`src/hw/rtl/albtd_pkg.sv`:
```
// Shared types and constants for the alarm LED / buzzer tone driver.
// No dependencies; imported by albtd_div, albtd_timing and the top level.
`default_nettype none

package albtd_pkg;

  localparam int P_W     = 20;  // period, high time, low time, phase count
  localparam int CNT_W   = 26;  // burst period count
  localparam int DIVD_W  = 27;  // divider dividend / quotient
  localparam int STEP_W  = 5;   // divider step counter
  localparam int FREQ_W  = 20;
  localparam int DUTY_W  = 7;
  localparam int PULSE_W = 16;
  localparam int IDX_W   = 3;
  localparam int DATA_W  = 20;

  localparam logic [FREQ_W-1:0] FREQ_FALLBACK = 20'd2731;
  localparam logic [P_W-1:0]    DUTY_DIV      = 20'd100;

  // Divider step counts; the period and burst dividends are left-aligned to DIVD_W
  localparam logic [STEP_W-1:0] STEPS_PERIOD = 5'd20;
  localparam logic [STEP_W-1:0] STEPS_HIGH   = 5'd27;
  localparam logic [STEP_W-1:0] STEPS_BURST  = 5'd26;

  typedef enum logic {
    CMD_SET  = 1'b0,
    CMD_TICK = 1'b1
  } albtd_cmd_t;

  typedef enum logic [IDX_W-1:0] {
    REG_FREQ      = 3'd0,
    REG_DUTY      = 3'd1,
    REG_PULSE     = 3'd2,
    REG_LED_AH    = 3'd3,
    REG_BUZ_AH    = 3'd4,
    REG_WAVE_EN   = 3'd5
  } albtd_reg_t;

  typedef enum logic [2:0] {
    TS_IDLE,
    TS_ISSUE_P,
    TS_WAIT_P,
    TS_ISSUE_H,
    TS_WAIT_H,
    TS_ISSUE_C,
    TS_WAIT_C,
    TS_FINISH
  } albtd_tstate_t;

  typedef struct packed {
    logic              start;
    logic [DIVD_W-1:0] dividend;
    logic [P_W-1:0]    divisor;
    logic [STEP_W-1:0] steps;
  } albtd_div_req_t;

  typedef struct packed {
    logic              done;
    logic [DIVD_W-1:0] quotient;
  } albtd_div_rsp_t;

  typedef struct packed {
    logic             busy;
    logic             done;
    logic [P_W-1:0]   high;
    logic [P_W-1:0]   low;
    logic [CNT_W-1:0] cycles;
  } albtd_timing_t;

endpackage

`default_nettype wire

```
`src/hw/rtl/alarm_led_buzzer_tone_driver.sv`:
```
// Top level of the alarm LED / buzzer tone driver: config registers, wave state,
// tick logic and output register. Depends on albtd_pkg; instantiates albtd_timing.
//
//   Channel  Direction  Handshake             Payload
//   in_      sink       in_valid / in_ready   command, led_request, buzzer_request,
//                                             wave_request
//   out_     source     out_valid / out_ready led_pin, sounder_pin, on_mask, bursts_left
//   cfg_     sink       cfg_valid / cfg_ready cfg_index (3 b), cfg_data (20 b)
//
// For tick commands and static set commands the result is registered at the
// transfer edge. A wave set command runs the timing sequencer on the shared
// one-bit-per-cycle divider: 20 steps for the period, 27 for the high time and,
// with a nonzero pulse length, 26 for the burst count. The result is loaded when
// the sequencer finishes, and in_ready stays low meanwhile. The output register
// lets a new input transfer happen in the same cycle the pending result is taken.
// Reset is synchronous, active low; it loads the config defaults and clears the
// LED/buzzer state. cfg_ready is always high.
`default_nettype none

module alarm_led_buzzer_tone_driver #(
  parameter int TICKS_PER_SECOND = 1000000
) (
  input  logic                                clk,
  input  logic                                rst_n,
  // input channel
  input  logic                                in_valid,
  output logic                                in_ready,
  input  logic                                in_command,
  input  logic                                in_led_request,
  input  logic                                in_buzzer_request,
  input  logic                                in_wave_request,
  // result channel
  output logic                                out_valid,
  input  logic                                out_ready,
  output logic                                out_led_pin,
  output logic                                out_sounder_pin,
  output logic [1:0]                          out_on_mask,
  output logic [albtd_pkg::CNT_W-1:0]         out_bursts_left,
  // configuration
  input  logic                                cfg_valid,
  output logic                                cfg_ready,
  input  logic [albtd_pkg::IDX_W-1:0]         cfg_index,
  input  logic [albtd_pkg::DATA_W-1:0]        cfg_data
);
  import albtd_pkg::*;

  // config registers
  logic [FREQ_W-1:0]  freq_r;
  logic [DUTY_W-1:0]  duty_r;
  logic [PULSE_W-1:0] pulse_r;
  logic               led_ah_r;
  logic               buz_ah_r;
  logic               wave_en_r;

  // driver state
  logic               led_on_r,       led_on_nxt;
  logic               buzzer_on_r,    buzzer_on_nxt;
  logic               wave_mode_r,    wave_mode_nxt;
  logic               wave_running_r, wave_running_nxt;
  logic               wave_level_r,   wave_level_nxt;
  logic [CNT_W-1:0]   periods_r,      periods_nxt;
  logic [P_W-1:0]     phase_r,        phase_nxt;

  // output register
  logic               out_valid_r,    out_valid_nxt;
  logic               led_pin_r;
  logic               buz_pin_r;
  logic [1:0]         on_mask_r;
  logic [CNT_W-1:0]   bursts_r;

  albtd_timing_t      tim;
  logic               tim_start;
  logic               in_xfer;
  logic               load_out;
  logic [P_W-1:0]     phase_inc;

  albtd_timing #(
    .TICKS_PER_SECOND(TICKS_PER_SECOND)
  ) u_timing (
    .clk  (clk),
    .rst_n(rst_n),
    .start(tim_start),
    .freq (freq_r),
    .duty (duty_r),
    .pulse(pulse_r),
    .tim  (tim)
  );

  // take input only when the sequencer is idle and the result slot frees up
  assign in_ready  = !tim.busy && (!out_valid_r || out_ready);
  assign in_xfer   = in_valid && in_ready;
  assign cfg_ready = 1'b1;
  assign phase_inc = phase_r + 1'b1;

  always_comb begin
    led_on_nxt       = led_on_r;
    buzzer_on_nxt    = buzzer_on_r;
    wave_mode_nxt    = wave_mode_r;
    wave_running_nxt = wave_running_r;
    wave_level_nxt   = wave_level_r;
    periods_nxt      = periods_r;
    phase_nxt        = phase_r;
    load_out         = 1'b0;
    tim_start        = 1'b0;

    if (in_xfer) begin
      if (in_command == CMD_TICK) begin
        load_out = 1'b1;
        if (!wave_running_r) begin
          // idle wave: drop the buzzer unless a static level is held
          if (!buzzer_on_r || wave_mode_r) begin
            wave_level_nxt = 1'b0;
            periods_nxt    = '0;
          end
        end else begin
          phase_nxt = phase_inc;
          if (wave_level_r) begin
            if (phase_inc >= tim.high) begin
              wave_level_nxt = 1'b0;
              phase_nxt      = '0;
            end
          end else if (phase_inc >= tim.low) begin
            if (periods_r == CNT_W'(1)) begin
              // burst exhausted: force stop
              wave_running_nxt = 1'b0;
              wave_level_nxt   = 1'b0;
              periods_nxt      = '0;
              phase_nxt        = '0;
            end else begin
              if (periods_r != '0) periods_nxt = periods_r - 1'b1;
              phase_nxt      = '0;
              wave_level_nxt = (tim.high != '0);
            end
          end
        end
      end else begin
        led_on_nxt    = in_led_request;
        buzzer_on_nxt = in_buzzer_request;
        wave_mode_nxt = in_wave_request && wave_en_r;
        if (in_wave_request && wave_en_r) begin
          // result follows once the timing is computed
          tim_start = 1'b1;
        end else begin
          wave_running_nxt = 1'b0;
          wave_level_nxt   = in_buzzer_request;
          periods_nxt      = '0;
          load_out         = 1'b1;
        end
      end
    end else if (tim.done) begin
      load_out         = 1'b1;
      wave_running_nxt = buzzer_on_r;
      if (buzzer_on_r) begin
        periods_nxt    = tim.cycles;
        phase_nxt      = '0;
        wave_level_nxt = (tim.high != '0);
      end else begin
        wave_level_nxt = 1'b0;
        periods_nxt    = '0;
      end
    end

    out_valid_nxt = load_out ? 1'b1 : ((out_valid_r && out_ready) ? 1'b0 : out_valid_r);
  end

  always_ff @(posedge clk) begin
    if (!rst_n) begin
      freq_r         <= 20'd2731;
      duty_r         <= 7'd50;
      pulse_r        <= '0;
      led_ah_r       <= 1'b1;
      buz_ah_r       <= 1'b1;
      wave_en_r      <= 1'b1;
      led_on_r       <= 1'b0;
      buzzer_on_r    <= 1'b0;
      wave_mode_r    <= 1'b0;
      wave_running_r <= 1'b0;
      wave_level_r   <= 1'b0;
      periods_r      <= '0;
      phase_r        <= '0;
      out_valid_r    <= 1'b0;
    end else begin
      if (cfg_valid && cfg_ready) begin
        unique case (cfg_index)
          REG_FREQ:    freq_r    <= cfg_data[FREQ_W-1:0];
          REG_DUTY:    duty_r    <= cfg_data[DUTY_W-1:0];
          REG_PULSE:   pulse_r   <= cfg_data[PULSE_W-1:0];
          REG_LED_AH:  led_ah_r  <= cfg_data[0];
          REG_BUZ_AH:  buz_ah_r  <= cfg_data[0];
          REG_WAVE_EN: wave_en_r <= cfg_data[0];
          default: ;
        endcase
      end
      led_on_r       <= led_on_nxt;
      buzzer_on_r    <= buzzer_on_nxt;
      wave_mode_r    <= wave_mode_nxt;
      wave_running_r <= wave_running_nxt;
      wave_level_r   <= wave_level_nxt;
      periods_r      <= periods_nxt;
      phase_r        <= phase_nxt;
      out_valid_r    <= out_valid_nxt;
    end
    // hold the payload until the next result is loaded
    if (load_out) begin
      led_pin_r <= (led_on_nxt == led_ah_r);
      buz_pin_r <= (wave_level_nxt == buz_ah_r);
      on_mask_r <= {buzzer_on_nxt, led_on_nxt};
      bursts_r  <= periods_nxt;
    end
  end

  assign out_valid       = out_valid_r;
  assign out_led_pin     = led_pin_r;
  assign out_sounder_pin = buz_pin_r;
  assign out_on_mask     = on_mask_r;
  assign out_bursts_left = bursts_r;

endmodule

`default_nettype wire

```
`src/hw/rtl/albtd_div.sv`:
```
// Shared restoring divider, one quotient bit per cycle.
// Depends on albtd_pkg (request / response structs, widths).
`default_nettype none

module albtd_div (
  input  logic                     clk,
  input  logic                     rst_n,
  input  albtd_pkg::albtd_div_req_t req,
  output albtd_pkg::albtd_div_rsp_t rsp
);
  import albtd_pkg::*;

  logic              busy_r, busy_nxt;
  logic              done_r, done_nxt;
  logic [STEP_W-1:0] cnt_r, cnt_nxt;
  logic [DIVD_W-1:0] dq_r, dq_nxt;
  logic [P_W:0]      rem_r, rem_nxt;
  logic [P_W-1:0]    dvs_r, dvs_nxt;
  logic [P_W:0]      rem_sh;
  logic              q_bit;

  always_comb begin
    rem_sh   = {rem_r[P_W-1:0], dq_r[DIVD_W-1]};
    q_bit    = (rem_sh >= {1'b0, dvs_r});
    busy_nxt = busy_r;
    done_nxt = 1'b0;
    cnt_nxt  = cnt_r;
    dq_nxt   = dq_r;
    rem_nxt  = rem_r;
    dvs_nxt  = dvs_r;
    if (req.start) begin
      busy_nxt = 1'b1;
      cnt_nxt  = req.steps;
      dq_nxt   = req.dividend;
      rem_nxt  = '0;
      dvs_nxt  = req.divisor;
    end else if (busy_r) begin
      // shift in the next dividend bit, subtract when it fits
      rem_nxt = q_bit ? (rem_sh - {1'b0, dvs_r}) : rem_sh;
      dq_nxt  = {dq_r[DIVD_W-2:0], q_bit};
      cnt_nxt = cnt_r - 1'b1;
      if (cnt_r == STEP_W'(1)) begin
        busy_nxt = 1'b0;
        done_nxt = 1'b1;
      end
    end
  end

  always_ff @(posedge clk) begin
    if (!rst_n) begin
      busy_r <= 1'b0;
      done_r <= 1'b0;
      cnt_r  <= '0;
    end else begin
      busy_r <= busy_nxt;
      done_r <= done_nxt;
      cnt_r  <= cnt_nxt;
    end
    dq_r  <= dq_nxt;
    rem_r <= rem_nxt;
    dvs_r <= dvs_nxt;
  end

  assign rsp.done     = done_r;
  assign rsp.quotient = dq_r;

endmodule

`default_nettype wire

```
`src/hw/rtl/albtd_timing.sv`:
```
// Sequencer computing period, high/low time and burst count on the shared divider.
// Depends on albtd_pkg and instantiates albtd_div.
`default_nettype none

module albtd_timing #(
  parameter int TICKS_PER_SECOND = 1000000
) (
  input  logic                                clk,
  input  logic                                rst_n,
  input  logic                                start,
  input  logic [albtd_pkg::FREQ_W-1:0]        freq,
  input  logic [albtd_pkg::DUTY_W-1:0]        duty,
  input  logic [albtd_pkg::PULSE_W-1:0]       pulse,
  output albtd_pkg::albtd_timing_t            tim
);
  import albtd_pkg::*;

  localparam logic [P_W-1:0] TPS_V = P_W'(TICKS_PER_SECOND);
  localparam logic [9:0]     TPM_V = 10'(TICKS_PER_SECOND / 1000);

  albtd_tstate_t    state_r, state_nxt;
  albtd_div_req_t   div_req;
  albtd_div_rsp_t   div_rsp;

  logic [P_W-1:0]    period_r;
  logic [P_W-1:0]    high_r;
  logic [P_W-1:0]    low_r;
  logic [CNT_W-1:0]  cycles_r;
  logic [FREQ_W-1:0] freq_eff;
  logic [DIVD_W-1:0] duty_prod;
  logic [CNT_W-1:0]  span;
  logic [DIVD_W-1:0] h_raw;
  logic [P_W-1:0]    h_clamp;

  albtd_div u_div (
    .clk  (clk),
    .rst_n(rst_n),
    .req  (div_req),
    .rsp  (div_rsp)
  );

  always_comb begin
    freq_eff  = (freq == '0) ? FREQ_FALLBACK : freq;
    duty_prod = {{(DIVD_W-P_W){1'b0}}, period_r} * {{(DIVD_W-DUTY_W){1'b0}}, duty};
    span      = {{(CNT_W-PULSE_W){1'b0}}, pulse} * {{(CNT_W-10){1'b0}}, TPM_V};
    // high time: at least 1, at most period-1 (0 when the period is 1)
    h_raw     = (div_rsp.quotient == '0) ? DIVD_W'(1) : div_rsp.quotient;
    h_clamp   = (h_raw >= {{(DIVD_W-P_W){1'b0}}, period_r}) ? (period_r - 1'b1)
                                                            : h_raw[P_W-1:0];
  end

  // next state
  always_comb begin
    state_nxt = state_r;
    unique case (state_r)
      TS_IDLE:    if (start) state_nxt = TS_ISSUE_P;
      TS_ISSUE_P: state_nxt = TS_WAIT_P;
      TS_WAIT_P:  if (div_rsp.done) state_nxt = TS_ISSUE_H;
      TS_ISSUE_H: state_nxt = TS_WAIT_H;
      TS_WAIT_H: begin
        if (div_rsp.done) state_nxt = (pulse != '0) ? TS_ISSUE_C : TS_FINISH;
      end
      TS_ISSUE_C: state_nxt = TS_WAIT_C;
      TS_WAIT_C:  if (div_rsp.done) state_nxt = TS_FINISH;
      TS_FINISH:  state_nxt = TS_IDLE;
      default:    state_nxt = TS_IDLE;
    endcase
  end

  // outputs: divider requests per step
  always_comb begin
    div_req = '0;
    unique case (state_r)
      TS_ISSUE_P: begin
        div_req.start    = 1'b1;
        div_req.dividend = {TPS_V, {(DIVD_W-P_W){1'b0}}};
        div_req.divisor  = freq_eff;
        div_req.steps    = STEPS_PERIOD;
      end
      TS_ISSUE_H: begin
        div_req.start    = 1'b1;
        div_req.dividend = duty_prod;
        div_req.divisor  = DUTY_DIV;
        div_req.steps    = STEPS_HIGH;
      end
      TS_ISSUE_C: begin
        div_req.start    = 1'b1;
        div_req.dividend = {span, {(DIVD_W-CNT_W){1'b0}}};
        div_req.divisor  = period_r;
        div_req.steps    = STEPS_BURST;
      end
      default: div_req = '0;
    endcase
  end

  always_ff @(posedge clk) begin
    if (!rst_n) begin
      state_r <= TS_IDLE;
    end else begin
      state_r <= state_nxt;
    end
    if (state_r == TS_WAIT_P && div_rsp.done) begin
      period_r <= (div_rsp.quotient == '0) ? P_W'(1) : div_rsp.quotient[P_W-1:0];
    end
    if (state_r == TS_WAIT_H && div_rsp.done) begin
      high_r   <= h_clamp;
      low_r    <= period_r - h_clamp;
      cycles_r <= '0;
    end
    if (state_r == TS_WAIT_C && div_rsp.done) begin
      cycles_r <= (div_rsp.quotient[CNT_W-1:0] == '0) ? CNT_W'(1)
                                                      : div_rsp.quotient[CNT_W-1:0];
    end
  end

  assign tim.busy   = (state_r != TS_IDLE);
  assign tim.done   = (state_r == TS_FINISH);
  assign tim.high   = high_r;
  assign tim.low    = low_r;
  assign tim.cycles = cycles_r;

endmodule

`default_nettype wire
```
`config.mk`:
```
export PLATFORM = sky130hd
export DESIGN_NAME = alarm_led_buzzer_tone_driver
export DESIGN_NICKNAME = d
export VERILOG_FILES = /design/src/hw/rtl/albtd_pkg.sv /design/src/hw/rtl/alarm_led_buzzer_tone_driver.sv /design/src/hw/rtl/albtd_div.sv /design/src/hw/rtl/albtd_timing.sv
export SDC_FILE = /design/constraint.sdc
export NUM_CORES = 1
export LEC_CHECK = 0
export BUFFER_PORTS_ARGS = -buffer_cell sky130_fd_sc_hd__buf_2
export CELL_PAD_IN_SITES_DETAIL_PLACEMENT = 1
export CELL_PAD_IN_SITES_GLOBAL_PLACEMENT = 2
export CORE_MARGIN = 5
export CORE_UTILIZATION = 44
export DETAILED_ROUTE_END_ITERATION = 10
export PLACE_DENSITY_LB_ADDON = 0.1
export SYNTH_ARGS = -nofsm -noshare
export SYNTH_HDL_FRONTEND = slang
export SYNTH_SLANG_ARGS = --single-unit
```
`constraint.sdc`:
```
create_clock -name clk -period 16.1 [get_ports clk]
set_input_delay 1.61 -clock clk [delete_from_list [all_inputs] [get_ports clk]]
set_output_delay 1.61 -clock clk [all_outputs]
set_load 0.02 [all_outputs]
```
* Yosys cells after proc, flatten, opt, wreduce, memory -nomap -nowiden
Cells that the tools add are included.
** Storage, ports and cells
- Memory bits (writable) :: 0
- Input bits :: 32
- Latch bits :: 0
- Bits in registers :: 291
- Logic and storage cells :: 177
- ROM bits :: 0
- Memories kept :: 0
** Operators by class
- $lt $le $gt $ge :: 4
- Reduce and logical (&&, ||, !) cells :: 37
- $add $sub $neg :: 6
- Equal/unequal tests :: 23
- Bitwise gates (word level) :: 3
- Multiplexer cells :: 73
- $mul :: 2
- Shifts and indexed selects :: 0
- Divide/modulo/power cells :: 0
** Operators with widths (number)
- 2-to-1 mux 26 bit :: 14
- 2-to-1 mux 20 bit :: 11
- one-hot mux 53 bit (3 select lines) :: 1
- 2-to-1 mux 27 bit :: 3
- greater-or-equal comparator 20 bit :: 2
- subtractor 20 bit :: 2
- 2-to-1 mux 1 bit :: 36
- greater-or-equal comparator 27 x 20 -> 1 bit :: 1
- zero test 27 bit :: 1
- multiplier 20 x 7 -> 27 bit :: 1
- == test 26 x 1 -> 1 bit (second input constant) :: 1
- zero test 26 bit :: 1
- nonzero test 26 bit :: 1
- subtractor 26 x 1 -> 26 bit (second input constant) :: 1
- one-hot mux 3 bit (8 select lines) :: 1
- multiplier 16 x 7 -> 23 bit (second input constant) :: 1
- greater-or-equal comparator 21 x 20 -> 1 bit :: 1
- adder 20 x 1 -> 20 bit (second input constant) :: 1
- zero test 20 bit :: 1
- nonzero test 20 bit :: 1
- subtractor 20 x 1 -> 20 bit (second input constant) :: 1
- == test 3 bit (second input constant) :: 6
- AND reduction 2 bit :: 8
- nonzero test 16 bit :: 1
- 19 further kinds :: 50

* Logic depth before layout (Yosys ltp)
- Depth after elaboration :: 8
- Depth in mapped cells :: 27

* Cells and area by module
A second synthesis with hierarchy kept.
** Unflattened totals
- Cell total of the unflattened synthesis :: 2669
- Area total of the unflattened synthesis :: 24278.3 um^2
** By module, submodules not included
- albtd_timing :: instances 1, cells an instance 1414, seq. area each 2642.5 um^2, area an instance 12918.6 um^2
- alarm_led_buzzer_tone_driver :: instances 1, cells an instance 816, seq. area each 2862.7 um^2, area an instance 6964.2 um^2
- albtd_div :: instances 1, cells an instance 439, seq. area each 1951.9 um^2, area an instance 4395.5 um^2

* Worst setup path after synthesis
No wires, ideal clock.
- Path type :: reg-to-reg
- Start point :: register u_timing.u_div.dq_r[20]
- End point :: register u_timing.low_r[13], data pin
- Arrival :: 5514 ps
- Slack :: 10329 ps
- Library setup time :: 258 ps
- Stages on the path, launching flop included :: 24
- Path buffers :: 1
- Clock period less this slack :: 5771 ps
- Data required time :: 15842 ps
- Cells stage by stage :: edfxtp_1 -> or4_1 -> nor4_1 -> a21oi_1 -> ha_1 -> nand2b_1 -> a211o_1 -> a311oi_1 -> o41ai_1 -> nand2_1 -> clkbuf_1 -> o21ai_0 -> ha_1 -> nor2b_1 -> o21ai_0 -> a21boi_0 -> o21ai_0 -> or3b_2 -> a32oi_1 -> a31o_2 -> o21bai_1 -> a221oi_1 -> o21bai_1 -> xnor2_1
** On the way
- Longest elaborated chain between the ends :: 5
** RTL lines
- start: declaration :: line albtd_div.sv:16 : logic [DIVD_W-1:0] dq_r, dq_nxt;
- start signal: assignment :: line albtd_div.sv:59 : dq_r <= dq_nxt;
- zero test 27 bit :: line albtd_timing.sv:47 : h_raw = (div_rsp.quotient == '0) ? DIVD_W'(1) : div_rsp.quotient;
- 2-to-1 mux 27 bit * :: line albtd_timing.sv:47
- greater-or-equal comparator 27 x 20 -> 1 bit :: line albtd_timing.sv:48 : h_clamp = (h_raw >= {{(DIVD_W-P_W){1'b0}}, period_r}) ? (period_r - 1'b1)
- 2-to-1 mux 20 bit * :: line albtd_timing.sv:48
- subtractor 20 bit * :: line albtd_timing.sv:107 : low_r <= period_r - h_clamp;
- end signal: assignment :: line albtd_timing.sv:107
- end: declaration :: line albtd_timing.sv:27 : logic [P_W-1:0] low_r;
Mark *: on every way between the ends. The rest lies on a longest branch, timed or not.
A chain may end at the register's enable or synchronous reset.

* Worst setup path after layout
Ends and elaborated chain as after synthesis.

==> flow_summary.toml <==
[layout]
drive_above_1_share_pct = 7.70
fin_util_pct = 48.2
nFillCells = 6124
antenna_cells = 0
num-nets-final = 2975
area_growth_pct = 9.08

[cts]
clock_path_buffers = 3
cts_root_buffer = "clkbuf_16"
clk_latency_ns = 0.56
cts.sinks = 291
cts_setup_buffers = 0
clk_pin_slew_ns = 0.06
htree_levels = 2
cts_resized = 0
ctsHoldBuffers = 0
cts_tree = "done"
cts_buffers = 37

[synth]
synth.net_count = 2987
synth_mux_area_share_pct = 1.57
synth_compound_area_share_pct = 15.2
synthAdderAreaFrac_pct = 23.0
synth_seq_area_share_pct = 31.5
yosys.area_share.simple_pct = 17.1
synth.ff_latch_count = 291
yosys_warnings = 0
synth_xor_area_share_pct = 4.18
synth_cell_type_count = 89
synthCells = 2607
synth_ff_type = "edfxtp_1"
syn_area_um2 = 23700
syn_area_per_cell_um2 = 9.08
synth_top_family_by_area = "adder cells"
async_flop_share_pct = 0
synth-edff-count = 163

[global_route]
grt_pass1_wl_um = 122000
grt.overflow.total = 0
grt_usage_pct = 26.2
grt_pass1_vias = 20578
grt_max_degree = 63
grt_antenna_before_repair = 1

[die]
fp.dieW_um = 242
core-area_um2 = 53500
std_cell_rows = 85
fp.dieH_um = 242
initial_core_util_pct = 44.2
io_pins = 65
dieArea_um2 = 58500

[sta]
rsz0062_at_grt = "false"
finalMaxSlewViolations = 0
hold_viol = 0
setup_viol = 0
maxSlewHeadroom_pct = 6.06
setup-tns-final_ns = 0
fin_crit_sh_pct = 43.4
fmax_ghz = 0.143
tightestPinTransition_ns = 1.40
fin_skew_ns = 0.0352
fin_crit_ns = 6.99

[detailed_routing]
vias_per_cell = 5.75
num_vias = 19076
wirelength_um = 77200
drc = 0
dr.pass1.iters = 5
wire_per_inst_um = 23.3
drt_iter0_markers = 1172
antenna_left = 0

[place]
dp_hpwl_um = 60300
gp_congestion = 0.907
port_buffers = 63

[worst_setup_path]
cp.arrival_ns = 7.28
start_kind = "register"
crit_fanout = 28
cp_common_cell = "o21ai_0"
timing_worst_setup_path_type = "register to register"
crit_slowest_cell = "nand2_1"
required_ns = 16.39
reg2reg_depth = 21
slowest_delay_ns = 0.80
endpoint_kind = "register"
crit_chain = "or4_1 > nor4_1 > a21oi_1 > ha_1 > nand4_1 > nor4_1 > o41ai_1 > nand2_1 > o21ai_0 > ha_1 > nor2b_1 > o21ai_0 > a21boi_0 > o21ai_0 > or3b_2 > a32oi_1 > a31o_2 > o21bai_1 > a221oi_1 > o21bai_1 > xnor2_1"

[power]
power-per-cell-area_nw_per_um2 = 87.5
leakage_nw = 11.4
fin_total_pwr_w = 0.00226
ir_drop_uv = 65.3

[job]
max-cap-violations = 0

[worst_hold_path]
whs_path_depth = 2
min_path_type = "register to register"

[status]
outcome = "finished, final reports clean"
[placed cells by master (no fill, tap or decap), types with 45 or more instances in the layout]
master	n
ha_1	203
and2_1	126
fa_1	145
nand3_1	45
a21oi_1	134
buf_2	63
xnor2_1	70
dfxtp_1	128
nor3_1	54
inv_1	318
nor2_1	118
nand2_1	293
o21ai_0	118
edfxtp_1	163
[power breakdown]
group	total [W]	leakage, nW	switching (W)	internal (W)
combinational	0.000518	8.28	0.000317	0.000201
sequential	0.000863	2.50	0.0000392	0.000824
clock	0.000876	0.614	0.000343	0.000533
[cell families after synthesis]
| group | Yosys count |
|---|---|
| simple gates | 814 |
| compound gates | 542 |
| buf+inv | 461 |
| fa+ha+maj | 348 |
| flops | 291 |
| xor+xnor | 113 |
| mux | 37 |
| other cells | 1 |
[routing by layer]
layer / global-route usage (%) / share of wire, % / up-vias
met5: 0 / 0.017 / -
met3: 2.67 / 3.6 / 122
met1: 34.9 / 44 / 9650
met4: 7.23 / 3.0 / 2
li1: - / - / 8917
met2: 45.7 / 49 / 385
[worst max-delay path, delay by kind of cell (launching register included)]
kind | cells | cell delay (ns)
AOI/OAI and AO/OA | 11 | 2.94
DFF | 1 | 0.41
and+or+nand+nor | 7 | 2.63
adders and majority gates | 2 | 0.62
xor gates and xnor gates | 1 | 0.14
[flip-flops by register name, summed over array words and instances (netlist names), 16 cells and up]
| register | count |
|---|---|
| u_timing.u_div.dq_r | 27 |
| out_bursts_left | 26 |
| periods_r | 26 |
| u_timing.cycles_r | 26 |
| freq_r | 20 |
| phase_r | 20 |
| u_timing.high_r | 20 |
| u_timing.low_r | 20 |
| u_timing.period_r | 20 |
| u_timing.u_div.dvs_r | 20 |
| u_timing.u_div.rem_r | 20 |
| pulse_r | 16 |
[metrics by stage]
stage | instances | instance area [um^2] | setup WS, ns | hold WS, ns
finish | 3319 | 25800 | 9.11 | 0.471
global route | 3319 | 25800 | 8.63 | 0.502
CTS | 3319 | 25800 | 9.15 | 0.475
detailed placement | 3252 | 24500 | 9.21 | 0.461
global placement | 3252 | 24500 | 9.32 | 0.439
floorplan | 2607 | 23700 | 10.33 | 0.426
[path summary, 6_finish.rpt]
kind | startpoint | to | slack [ns]
worst max-delay path | u_timing.u_div.dq_r[20] | u_timing.low_r[13] | 9.11
worst min-delay path | wave_mode_r | wave_mode_r | 0.47
worst max register to register | u_timing.u_div.dq_r[20] | u_timing.low_r[13] | 9.11
worst min register to register | wave_mode_r | wave_mode_r | 0.47
[cell type report]
class / count / area, um^2 / share of cell area, %
Inverter: 319 / 1200 / 4.64
Timing Repair Buffer: 91 / 526 / 2.04
Clock inverter: 20 / 244 / 0.945
Sequential cell: 291 / 7460 / 28.9
Multi-Input combinational cell: 1855 / 14500 / 56.1
Clock buffer: 47 / 1030 / 3.98
Tap cell: 696 / 871 / 3.37
[synthesized netlist by cell type, drive strengths merged (56+ instances only)]
master,number,area [um^2]
edfxtp,163,4890
nor3,56,297
clkbuf,132,495
fa,145,2900
inv,319,1200
nand2,295,1110
o21ai,129,664
and2,126,788
nor2,120,450
a21oi,134,671
xnor2,70,613
ha,203,2540
dfxtp,128,2560
(Power assumes the default switching activity.)
